--- src/ntmp_pkg.sv ---
// shared types, constants and register codes of the normalized trapezoid motion profile
package ntmp_pkg;

    localparam int TICKS = 1000;

    // register indexes on the configuration port
    localparam logic [1:0] REG_PEAK_VELOCITY = 2'd0;
    localparam logic [1:0] REG_ACCELERATION  = 2'd1;

    // reset value of both registers, 1.0 in q8.16
    localparam logic [23:0] CFG_ONE = 24'd65536;

    // position full scale, 1.0 in q2.16
    localparam logic [17:0] POS_ONE = 18'd65536;

    // ticks * 2^17 and ticks * 2^16
    localparam logic [26:0] FULL_TRI = 27'(TICKS * 131072);
    localparam logic [25:0] HALF_TRI = 26'(TICKS * 65536);

    // divisors that do not depend on the registers
    localparam logic [84:0] D_TRI = (85'(TICKS) * 85'(TICKS)) << 17;
    localparam logic [84:0] D_ACC = 85'(2 * TICKS * TICKS);

    // derivation sequencer has 52 restoring steps per division
    localparam logic [5:0] DIV_LAST = 6'd51;

    typedef enum logic [2:0] {
        DRV_IDLE,
        DRV_PREP,
        DRV_MUL,
        DRV_LOAD,
        DRV_DIV_PER,
        DRV_DIV_AT
    } t_drv_state;

    typedef enum logic [2:0] {
        PH_TRI_ACC,
        PH_TRI_DEC,
        PH_TRP_ACC,
        PH_TRP_CRU,
        PH_TRP_DEC
    } t_phase;

    // values derived from the registers, held for the datapath
    typedef struct packed {
        logic        tri_mode;
        logic [31:0] period;
        logic [31:0] accel_time;
        logic [50:0] k;
        logic [49:0] vvt;
        logic [34:0] at2;
        logic [84:0] ddec;
        logic [23:0] v;
        logic [23:0] a;
    } t_derived;

    // one step of the tick modulo chain
    typedef struct packed {
        logic        valid;
        logic        odd;
        logic [31:0] rem;
        logic [30:0] dividend;
    } t_mod;

    // one step of the position divider chain
    typedef struct packed {
        logic         valid;
        logic         odd;
        logic         ceil_mode;
        logic         sat;
        logic [101:0] rem;
        logic [100:0] dsh;
        logic [16:0]  q;
    } t_div;

endpackage

--- src/ntmp_div_cell.sv ---
// one restoring step of the position quotient chain
module ntmp_div_cell (
    input  logic           i_clk,
    input  logic           i_rst_n,
    input  logic           i_en,
    input  ntmp_pkg::t_div i_d,
    output ntmp_pkg::t_div o_q
);
    import ntmp_pkg::*;

    t_div r_q;
    t_div n_q;

    always_comb begin
        logic ge;
        ge = i_d.rem >= {1'b0, i_d.dsh};
        n_q     = i_d;
        n_q.rem = ge ? 102'(i_d.rem - {1'b0, i_d.dsh}) : i_d.rem;
        n_q.dsh = i_d.dsh >> 1;
        n_q.q   = {i_d.q[15:0], ge};
    end

    always_ff @(posedge i_clk) begin
        if (!i_rst_n) begin
            r_q.valid <= 1'b0;
        end else if (i_en) begin
            r_q <= n_q;
        end
    end

    assign o_q = r_q;

endmodule

--- config.mk ---
export PLATFORM = sky130hd
export DESIGN_NAME = ntmp_div_cell
export DESIGN_NICKNAME = d
export VERILOG_FILES = /design/src/ntmp_pkg.sv /design/src/ntmp_div_cell.sv
export SDC_FILE = /design/constraint.sdc
export NUM_CORES = 1
export LEC_CHECK = 0
export BUFFER_PORTS_ARGS = -buffer_cell sky130_fd_sc_hd__clkbuf_2
export CORE_ASPECT_RATIO = 0.75
export CORE_MARGIN = 3
export CORE_UTILIZATION = 40
export CTS_CLUSTER_DIAMETER = 30
export CTS_CLUSTER_SIZE = 25
export DETAILED_ROUTE_END_ITERATION = 8
export PLACE_DENSITY = 0.77
export SLEW_MARGIN = 10
export SYNTH_ARGS = -nofsm -noshare
export SYNTH_HDL_FRONTEND = slang
export SYNTH_SLANG_ARGS = --single-unit
--- constraint.sdc ---
create_clock -name i_clk -period 6.6 [get_ports i_clk]
set_clock_uncertainty 0.15 [all_clocks]
set_input_delay 0.99 -clock i_clk [delete_from_list [all_inputs] [get_ports i_clk]]
set_output_delay 0.99 -clock i_clk [all_outputs]
set_load 0.01 [all_outputs]
==> results.tsv <==
metric	value	unit
status	finished, final reports clean	
Tot Pwr	5.40	mW
Async SR Flop Fraction	0	
CP Max Fanout	4	
fin. max-slew vios	0	
Nets	2297	
CTS Buffer Depth	3	
CTS tree	done	
Horiz. Die Dim	228	um
post-route ant nets	0	
Clk network pwr share	0.450	
PwrDens	283	nW/um^2
Num Clock Sinks	223	
hold path endpoint	o_q[223]	
startpoint class of the critical path	primary input	
fmax	210	MHz
first-pass GRT wire length	73200	um
Final Hold Fails	0	
# resized after CTS	0	
post-DR vias/cell	5.49	
die height	172	um
worst hold stages	2	
largest area contributor in the netlist	edfxtp_1	
CTS Buf Count	49	
starting DRC count in detailed routing	1150	
hold_buf cts	0	
P_sw	1.55	mW
Worst R2R Path Depth	2	
# DRC	0	
layout cells sized above 1	0.292	
crit path kind	primary input to register	
Initial Util	0.408	
# rows	60	
final WL	49200	um
HP Start	o_q[223]	
relative slew slack	0.399	
Core Util, Final	0.527	
Fill cells	3275	
clock latency on the worst-skew pair	530	ps
worst r2r src	o_q[223]	
Area Growth Syn to Fin	29.3	%
final worst-path cycle share	0.723	
Setup TNS	0	ps
vias in the first global route	13200	
Post-synth EDFFs	222	
Die Area	39200	um^2
sw frac	0.287	
RSZ-0062 raised after global routing	no	
count leader, synth	a21oi_1	
critical path arrival	4890	ps
Ports	451	
Core ar.	36100	um^2
synthesized area per cell	9.67	um^2
port bufs	448	
Post-Syn Instances	1523	
dpl hpwl	39400	um
critical path endpoint category	register	
total gr overflow	0	
Avg WL per Cell	19.7	um
count of final setup violators	0	
Worst-Margin Slew	901	ps
Syn Std Cell Area	14700	um^2
register area share after synthesis	0.454	
H-tree depth	2	
via count	13700	
share of the synthesized area in the top cell type	0.453	
synth warn	0	
Area contributors post-synth	edfxtp_1 (45%), ha_1 (8.6%), a21oi_1 (7.7%)	
P_int	3.85	mW
Post-Synthesis Net Count	1852	
Final Critical Period	4770	ps
Worst Path Required	6720	ps
Comb pwr share	0.223	
# Post-CTS Setup Buffers	0	
reg2reg setup slack	5870	ps
Pre-antenna DRT Iters	5	
Worst Hold Class	register to register	
VDD IR max	311	uV
max reg flops	223	
clock root cell	clkbuf_16	
gpl congestion	0.899	
Netlist cell types	79	
CTS clk-pin slew, worst paths	40	ps
number of max-cap violations	0	
ys flop type	edfxtp_1	
Reg power frac	0.327	
GRT Util Overall	0.239	
reg2reg end	o_q[223]	
leak pwr	8.53	nW
initial antenna violation count	2	
pin count of the biggest net entering global routing	112	
Synth top cells by count	a21oi_1 (227), edfxtp_1 (222), nor2_1 (147)	
Seq cells post-synth	223	
==> area by class of cell <==
class / instances / area (um^2) / area share
Antenna cell: 2 / 5.00 / 0.000263
Clock buffer: 53 / 1240 / 0.0652
Clock inverter: 33 / 394 / 0.0207
Inverter: 138 / 523 / 0.0275
Multi-Input combinational cell: 1101 / 7240 / 0.380
Sequential cell: 223 / 6690 / 0.351
Tap cell: 496 / 621 / 0.0326
Timing Repair Buffer: 455 / 2330 / 0.122
==> critical path, stage by stage <==
cell and delay (ps):
clkbuf_2 120, inv_1 80, ha_1 290, nor2b_1 180, o2111ai_1 230, a311oi_1 550, o311ai_2 210, a211oi_1 680
and4_1 380, o21ai_1 250, o21a_1 340, o21bai_1 280, a311oi_1 150, xor2_1 160
==> worst max path at each step <==
stage          startpoint  endpoint  slack (ps)
2_1_floorplan     i_rst_n    o_q[0]        2280
3_3_place_gp      i_d[43]  o_q[214]        1450
3_5_place_dp      i_d[18]  o_q[219]        1380
4_1_cts           i_d[43]  o_q[214]        1950
5_1_grt           i_d[46]  o_q[214]        1650
6_report          i_d[18]  o_q[219]        1830
==> routing by layer <==
| metal | wire length [um] | GRT usage |
|---|---|---|
| met4 | 1370 | 0.0739 |
| met1 | 21100 | 0.329 |
| met3 | 5000 | 0.0630 |
| met2 | 21700 | 0.369 |
| met5 | 0 | 0 |
==> cell families after synthesis <==
family	after synthesis	share of synthesized area
multiplexers	19	0.0144
adder cells (fa/ha/maj)	102	0.0872
other	1	0.000255
flip-flops	223	0.454
buffers and inverters	199	0.0548
AO/OA/AOI/OAI	477	0.205
AND/OR/NAND/NOR	407	0.128
XOR/XNOR	95	0.0565
==> power groups by stage <==
stage                     clock network [mW]  registers [mW]  logic (mW)
after floorplan                            0            1.86       0.697
after global placement                     0            1.79        1.16
after detailed placement                   0            1.79        1.18
after CTS                               2.47            1.77        1.19
after global routing                    2.53            1.78        1.32
final                                   2.43            1.77        1.20
==> stage by stage <==
| step | std cells | hold slack (ps) | area, um^2 | worst slack (ps) |
|---|---|---|---|---|
| CTS | 2499 | 375 | 19000 | 1950 |
| global placement | 2413 | 353 | 17400 | 1450 |
| detailed placement | 2413 | 362 | 17400 | 1380 |
| finish | 2501 | 369 | 19000 | 1830 |
| global route | 2501 | 407 | 19000 | 1650 |
| floorplan | 1523 | 388 | 14700 | 2280 |
==> layout by cell type, fill, tap and decap left out, drive strengths merged, types with 3 or more instances in the layout <==
cell type,Yosys,final
edfxtp,222,222
a41oi,3,3
o211ai,9,9
and3,13,13
a211oi,9,9
o21a,10,10
o21ai,77,77
clkbuf,30,501
nand4,43,43
o221ai,3,3
nand2b,5,5
a311oi,4,4
or3,5,5
nand2,116,116
or4,4,4
a21boi,6,6
ha,101,101
nor4,9,9
inv,138,141
o31ai,8,8
buf,31,7
or2,3,3
nand3,18,18
a211o,3,3
xnor2,59,59
nor3,21,21
clkinv,0,17
xor2,36,36
nor2b,9,9
a221oi,5,5
clkinvlp,0,5
nor2,147,147
mux2,17,17
a21o,48,48
o21bai,27,27
a31oi,13,13
and2,8,8
bufinv,0,8
a21oi,231,231
(Power assumes the default switching activity.)
