File: src/ntmp_pkg.sv
// shared types, constants and register codes of the normalized trapezoid motion profile
package ntmp_pkg;

    localparam int TICKS = 1000;

    // register indexes on the configuration port
    localparam logic [1:0] REG_PEAK_VELOCITY = 2'd0;
    localparam logic [1:0] REG_ACCELERATION  = 2'd1;

    // reset value of both registers, 1.0 in q8.16
    localparam logic [23:0] CFG_ONE = 24'd65536;

    // position full scale, 1.0 in q2.16
    localparam logic [17:0] POS_ONE = 18'd65536;

    // ticks * 2^17 and ticks * 2^16
    localparam logic [26:0] FULL_TRI = 27'(TICKS * 131072);
    localparam logic [25:0] HALF_TRI = 26'(TICKS * 65536);

    // divisors that do not depend on the registers
    localparam logic [84:0] D_TRI = (85'(TICKS) * 85'(TICKS)) << 17;
    localparam logic [84:0] D_ACC = 85'(2 * TICKS * TICKS);

    // derivation sequencer has 52 restoring steps per division
    localparam logic [5:0] DIV_LAST = 6'd51;

    typedef enum logic [2:0] {
        DRV_IDLE,
        DRV_PREP,
        DRV_MUL,
        DRV_LOAD,
        DRV_DIV_PER,
        DRV_DIV_AT
    } t_drv_state;

    typedef enum logic [2:0] {
        PH_TRI_ACC,
        PH_TRI_DEC,
        PH_TRP_ACC,
        PH_TRP_CRU,
        PH_TRP_DEC
    } t_phase;

    // values derived from the registers, held for the datapath
    typedef struct packed {
        logic        tri_mode;
        logic [31:0] period;
        logic [31:0] accel_time;
        logic [50:0] k;
        logic [49:0] vvt;
        logic [34:0] at2;
        logic [84:0] ddec;
        logic [23:0] v;
        logic [23:0] a;
    } t_derived;

    // one step of the tick modulo chain
    typedef struct packed {
        logic        valid;
        logic        odd;
        logic [31:0] rem;
        logic [30:0] dividend;
    } t_mod;

    // one step of the position divider chain
    typedef struct packed {
        logic         valid;
        logic         odd;
        logic         ceil_mode;
        logic         sat;
        logic [101:0] rem;
        logic [100:0] dsh;
        logic [16:0]  q;
    } t_div;

endpackage

File: src/ntmp_mod_cell.sv
// one restoring step of the tick modulo period chain
module ntmp_mod_cell (
    input  logic           i_clk,
    input  logic           i_rst_n,
    input  logic           i_en,
    input  logic [31:0]    i_divisor,
    input  ntmp_pkg::t_mod i_d,
    output ntmp_pkg::t_mod o_q
);
    import ntmp_pkg::*;

    t_mod r_q;
    t_mod n_q;

    always_comb begin
        logic [32:0] x;
        logic        ge;
        x  = {i_d.rem, i_d.dividend[30]};
        ge = x >= {1'b0, i_divisor};
        n_q          = i_d;
        n_q.rem      = ge ? 32'(x - {1'b0, i_divisor}) : x[31:0];
        n_q.dividend = {i_d.dividend[29:0], 1'b0};
        n_q.odd      = ge;
    end

    always_ff @(posedge i_clk) begin
        if (!i_rst_n) begin
            r_q.valid <= 1'b0;
        end else if (i_en) begin
            r_q <= n_q;
        end
    end

    assign o_q = r_q;

endmodule

File: config.mk
export PLATFORM = sky130hd
export DESIGN_NAME = ntmp_mod_cell
export DESIGN_NICKNAME = d
export VERILOG_FILES = /design/src/ntmp_pkg.sv /design/src/ntmp_mod_cell.sv
export SDC_FILE = /design/constraint.sdc
export NUM_CORES = 1
export LEC_CHECK = 0
export BUFFER_PORTS_ARGS = -buffer_cell sky130_fd_sc_hd__buf_2
export CORE_MARGIN = 2
export CORE_UTILIZATION = 25
export CTS_CLUSTER_SIZE = 10
export DETAILED_ROUTE_END_ITERATION = 12
export GPL_ROUTABILITY_DRIVEN = 0
export HOLD_SLACK_MARGIN = 0.1
export PLACE_DENSITY = 0.54
export SYNTH_ARGS = -nofsm -noshare
export SYNTH_HDL_FRONTEND = slang
export SYNTH_SLANG_ARGS = --single-unit
File: constraint.sdc
create_clock -name i_clk -period 5.6 [get_ports i_clk]
set_input_delay 1.12 -clock i_clk [delete_from_list [all_inputs] [get_ports i_clk]]
set_output_delay 1.12 -clock i_clk [all_outputs]
set_load 0.005 [all_outputs]
==> run metrics, run 1 <==
status completed; register area 1910 um^2; Data required, critical path 5.68 ns; Clk pin slew, worst setup/hold paths 0.06 ns; IO Count 165; EDFF count, synth 63; CP max FO 4; clk sink count 64; drt wl/cell 14.3 um; startpoint types input pin; port bufs 162; number of flip-flops in the largest register 64; Core ar. 16,400 um^2; largest area contributor in the netlist edfxtp_1; Remaining DRCs 0; Final Hold Viols 0; Synth-to-Final Area Change 32.4%; total CTS buffers 9; Die Wd 133 um; Initial Util 25.3%; Leak 2.47 nW; DP HPWL 8960 um; ANT nets after route 0; fill count 1,699; dpl ws 1.05 ns; Slew @ Worst Pin 0.615 ns; TritonRoute pass-1 iters 4; Pwr per Cell Area 286 nW/um^2; # setup viols final 0; CP cell instances buf_2 > inv_1 > ha_1 > fa_1 > nand2b_1 > a21oi_1 > o21ai_0 > o311a_1 > a31oi_1 > a21oi_1 > o41ai_1 > xor2_1 > mux2_1; final setup margin 1.39 ns; Synth area leaders edfxtp_1 (46%), ha_1 (9.6%), a21oi_1 (6.5%); post-route setup TNS 0 ns; vias in the first global route 3,740; Distinct cells, synth 49; Hold Path Class reg -> reg; Post-Syn Instances 412; PostCTS Resize Cnt 0; Avg Cell Area, Syn 10.1 um^2; peak supply drop 0.139 mV; largest net degree at the start of global routing 47; first-pass GRT wire length 18,200 um; final wirelength 11,300 um; crit path kind in -> reg; crit end category flop; crit-path most repeated cell a21oi_1; fin cells 796; Yosys reg bits 64; Slew headroom 59.0%; Synth Flop Type edfxtp_1; Cells after DPL 780; num rows 47; final layout net count 704; final slew viol count 0; Post-synth ARST share 0%; FMAX 0.237 GHz; top cell type's share of synthesized area 45.6%; cell area after synthesis 4150 um^2; multi-input logic area 2010 um^2; Die ar. 17,700 um^2; layout cell share with drive strength beyond 1 33.5%; Vias 3,650; Worst Path Arrival 4.29 ns; Setup Skew 0 ns; unrepaired setup endpoints after global routing false; synth warn 0; MaxCap Viol Count 0; Final Cycle Share 75.2%; syn nets 545; proportion of synthesized chip area in sequential cells 46.0%; initial antenna violation count 1; Longest Clk Path Bufs 2; clk_lat worst skew 0.33 ns; TritonCTS clock tree yes; 1st-iter DRT viols 204; CP max stage cell o41ai_1; Die Y 133 um; CTS root buffer clkbuf_16; CP peak stage delay 0.42 ns; gr usage total 12.9%; H-tree Lvls 3; setup bufs post-CTS 0; number of vias per cell 4.59; Final Util 33.5%; Final min period 4.21 ns; n_diodes 0; Overflow after GRT 0; Hold-fix buffers, CTS 0
## cell usage after synthesis (all sizes together), types with 6 or more instances
master	number
ha	32
nand2	27
edfxtp	63
xor2	11
mux2	10
a21oi	54
buf	12
o21a	6
nand3	8
clkbuf	6
nand4	7
inv	38
a21o	12
nor2	36
o21ai	17
xnor2	16
## layout by cell type, fill, tap and decap left out, drive strengths merged, types with 3 or more instances in the layout
| master | Yosys | final |
|---|---|---|
| a211oi | 4 | 4 |
| a21o | 12 | 12 |
| a21oi | 54 | 54 |
| a31oi | 5 | 5 |
| buf | 12 | 166 |
| clkbuf | 6 | 9 |
| clkinvlp | 0 | 3 |
| edfxtp | 63 | 63 |
| ha | 32 | 32 |
| inv | 38 | 39 |
| mux2 | 10 | 10 |
| mux2i | 3 | 3 |
| nand2 | 27 | 27 |
| nand2b | 4 | 4 |
| nand3 | 8 | 8 |
| nand4 | 7 | 7 |
| nor2 | 36 | 36 |
| nor2b | 3 | 3 |
| nor4 | 4 | 4 |
| o211ai | 4 | 4 |
| o21a | 6 | 6 |
| o21ai | 17 | 17 |
| o21bai | 3 | 3 |
| xnor2 | 16 | 16 |
| xor2 | 11 | 11 |
## per-stage QoR
| stage | total power [mW] | area [um^2] | hold WS (ns) |
|---|---|---|---|
| finish | 1.57 | 5500 | 0.520 |
| CTS | 1.60 | 5500 | 0.529 |
| detailed placement | 0.974 | 5180 | 0.513 |
| global placement | 0.969 | 5180 | 0.491 |
| floorplan | 0.842 | 4150 | 0.507 |
| global route | 1.66 | 5500 | 0.541 |
## routing by layer
layer / global-route usage, % / wire length [um] / vias to the layer above
met1: 15.8 / 5030 / 1677
met2: 21.9 / 5320 / 131
li1: - / - / 1817
met4: 6.57 / 335 / 2
met3: 2.30 / 658 / 23
met5: 0 / 8 / -
## path summary, 6_finish.rpt
kind,start,end,depth (start not counted),slack (ns)
worst max-delay path,i_d[30],o_q[61],13,1.39
worst min-delay path,o_q[64],o_q[64],2,0.52
worst max register to register,o_q[64],o_q[64],2,5.02
worst min register to register,o_q[64],o_q[64],2,0.52
## cells by family (layout without fill, tap and decap cells)
family / count (synthesis) / after routing / share of synthesized area, %
adders and majority gates: 33 / 33 / 10.1
buffers and inverters: 56 / 220 / 5.69
and+or+nand+nor: 100 / 100 / 11.2
muxes: 13 / 13 / 3.43
xor gates and xnor gates: 27 / 27 / 5.69
AOI/OAI and AO/OA: 118 / 118 / 17.7
other: 1 / 1 / 0.0903
DFF: 64 / 64 / 46.0
## final cells by class
class                   instances  share of cell area (%)
clock buffers                   9                    4.10
repair buffers                166                    15.3
multi-input cells             292                    36.5
flip-flops and latches         64                    34.8
well taps                     220                    5.01
clock inverters                 7                    1.73
inverters                      38                    2.60
## power breakdown
| part | switching, mW | internal (mW) |
|---|---|---|
| sequential | 0.00871 | 0.584 |
| clock | 0.220 | 0.390 |
| combinational | 0.202 | 0.168 |
| total | 0.432 | 1.14 |
## critical path: cells and delay by family
| kind | cells | cell delay [ns] |
|---|---|---|
| buf+inv | 2 | 0.14 |
| compound gates | 6 | 1.79 |
| simple gates | 1 | 0.19 |
| mux | 1 | 0.30 |
| fa+ha+maj | 2 | 0.61 |
| xor+xnor | 1 | 0.12 |
Note: power is estimated with default switching activity, not from simulation.
==> run 2: changes to the inputs <==
--- a/config.mk
+++ b/config.mk
@@ -12,7 +12,7 @@
 export DETAILED_ROUTE_END_ITERATION = 12
 export GPL_ROUTABILITY_DRIVEN = 0
 export HOLD_SLACK_MARGIN = 0.1
-export PLACE_DENSITY = 0.54
+export PLACE_DENSITY = 0.55
 export SYNTH_ARGS = -nofsm -noshare
 export SYNTH_HDL_FRONTEND = slang
 export SYNTH_SLANG_ARGS = --single-unit
==> constraint.sdc (replaced) <==
create_clock -name i_clk -period 3.86 [get_ports i_clk]
set_input_delay 0.772 -clock i_clk [delete_from_list [all_inputs] [get_ports i_clk]]
set_output_delay 0.772 -clock i_clk [all_outputs]
set_load 0.005 [all_outputs]
==> run metrics, run 2 (same netlist as run 1, synthesis figures left out) <==
fin cells 816 (+2.5%); Hold Path Class reg -> reg; Synth-to-Final Area Change 36.1%; Die ar. 17,700 um^2 (unchanged); crit path kind in -> reg; MaxCap Viol Count 0 (unchanged); initial antenna violation count 1 (unchanged); first-pass GRT wire length 18,200 um (-0.15%); register area 1910 um^2 (unchanged); status completed; drt wl/cell 14.1 um (-1.4%); Pwr per Cell Area 404 nW/um^2 (+41%); Cell Int Power 1.67 mW (+46%); most common cell after layout, fill and taps aside buf_2; clock group share of total power 37.5% (-1.3 points); Gate power share 24.8% (+1.3 points); fill count 1,688 (-0.65%); Core ar. 16,400 um^2 (unchanged); ANT nets after route 0 (unchanged); Setup Skew 0 ns (unchanged); number of vias per cell 4.48 (-2.3%); Overflow after GRT 0 (unchanged); startpoint types input pin; multi-input logic area 2010 um^2 (unchanged); Clk pin slew, worst setup/hold paths 0.06 ns (about the same); gr usage total 12.9% (-0.036 points); CTS root buffer clkbuf_16; FMAX 0.284 GHz; num rows 47 (unchanged); PostCTS Resize Cnt 0 (unchanged); DP HPWL 9140 um (+2.0%); number of flip-flops in the largest register 64 (unchanged); placed cell areas 5340 um^2 (+3.1%); Die Wd 133 um (unchanged); port bufs 162 (unchanged); Cells after DPL 800 (+2.6%); vias in the first global route 3,793 (+1.4%); clk sink count 64 (unchanged); 1st-iter DRT viols 164 (-20%); worst hold path depth 2 (unchanged); switch share 27.0% (-0.47 points); final layout net count 724 (+2.8%); Worst Path Arrival 3.60 ns (-0.69 ns); Hold-fix buffers, CTS 0 (unchanged); Seq pwr share 37.7% (about the same); Longest Clk Path Bufs 2 (unchanged); setup bufs post-CTS 0 (unchanged); Die Y 133 um (unchanged); clk_lat worst skew 0.32 ns (about the same); Final Hold Viols 0 (unchanged); Vias 3,657 (+0.19%); reg2reg path depth 2 (unchanged); unrepaired setup endpoints after global routing false; TritonRoute pass-1 iters 4 (unchanged); NetSw 0.616 mW (+43%); setup slack, reg-to-reg 3.24 ns (-1.78 ns); Initial Util 25.3% (unchanged); Final min period 3.52 ns; commonest non-fill, non-tap cells in the layout buf_2 (162), edfxtp_1 (63), a21oi_1 (54), inv_1 (38), nor2_1 (36); Remaining DRCs 0 (unchanged); # setup viols final 0 (unchanged); final slew viol count 0 (unchanged); post-route cell area 5650 um^2 (+2.8%); final wirelength 11,500 um (+1.1%); Data required, critical path 3.94 ns (-1.74 ns); IO Count 165 (unchanged); n_diodes 0 (unchanged); total CTS buffers 9 (unchanged); layout cell share with drive strength beyond 1 35.6% (+2.1 points); H-tree Lvls 3 (unchanged); post-route setup TNS 0 ns (unchanged); peak supply drop 0.182 mV (+31%); Final Cycle Share 91.1%; TritonCTS clock tree yes; largest net degree at the start of global routing 40 (-15%); CP max FO 2 (-2); Leak 2.57 nW (+4.2%); crit end category flop
==> run 2: changes by cell type in the layout (fill, tap and decap cells not counted), sizes merged <==
cell and change:
buf +20, bufinv -1, inv -1, clkinv -1, clkinvlp -2, clkbuf +5
==> run 2: metrics by stage <==
step / power [mW] / hold WS [ns] / setup WS (ns) / util [%]
after floorplan: 1.22 / 0.507 / 0.313 / -
after global placement: 1.44 / 0.492 / -0.0160 / 32.5
after detailed placement: 1.45 / 0.538 / -0.0234 / 32.5
after CTS: 2.33 / 0.554 / 0.323 / 34.4
after global routing: 2.42 / 0.577 / 0.0354 / 34.4
final: 2.28 / 0.549 / 0.342 / 34.4
==> run 2: worst paths after layout <==
check             startpoint       to
setup / recovery     i_d[30]  o_q[57]
hold / removal       o_q[64]  o_q[64]
setup reg to reg     o_q[64]  o_q[64]
hold reg to reg      o_q[64]  o_q[64]
==> run 2: metal layers <==
layer / GRT usage [%] / vias to the layer above / part of all wire, %
li1: - / 1857 / -
met1: 15.8 / 1663 / 45
met2: 21.7 / 120 / 48
met3: 3.33 / 15 / 5.4
met4: 5.14 / 2 / 2.2
met5: 0 / - / 0.11
==> run 2: worst max-delay path, stage by stage <==
cell and delay, ns:
buf_2 0.09, inv_1 0.04, ha_1 0.19, fa_1 0.38
nand2b_1 0.18, a21oi_1 0.17, o21ai_0 0.17, o311a_1 0.36
a31oi_1 0.28, a21oi_1 0.18, buf_4 0.17, o21ai_0 0.21
xor2_1 0.09, mux2_1 0.29
==> run 2: layout make-up <==
cell class              count  area share [%]
clock buffers              14            4.85
clock inverters             2           0.664
inverters                  38            2.52
multi-input cells         292            35.5
flip-flops and latches     64            33.8
well taps                 220            4.87
repair buffers            186            17.8
==> run 2: power groups by stage <==
stage / sequential, mW / combinational, mW / clock (mW)
after floorplan: 0.887 / 0.335 / 0
after global placement: 0.875 / 0.562 / 0
after detailed placement: 0.876 / 0.569 / 0
after CTS: 0.863 / 0.573 / 0.894
after global routing: 0.867 / 0.633 / 0.925
final: 0.862 / 0.566 / 0.857
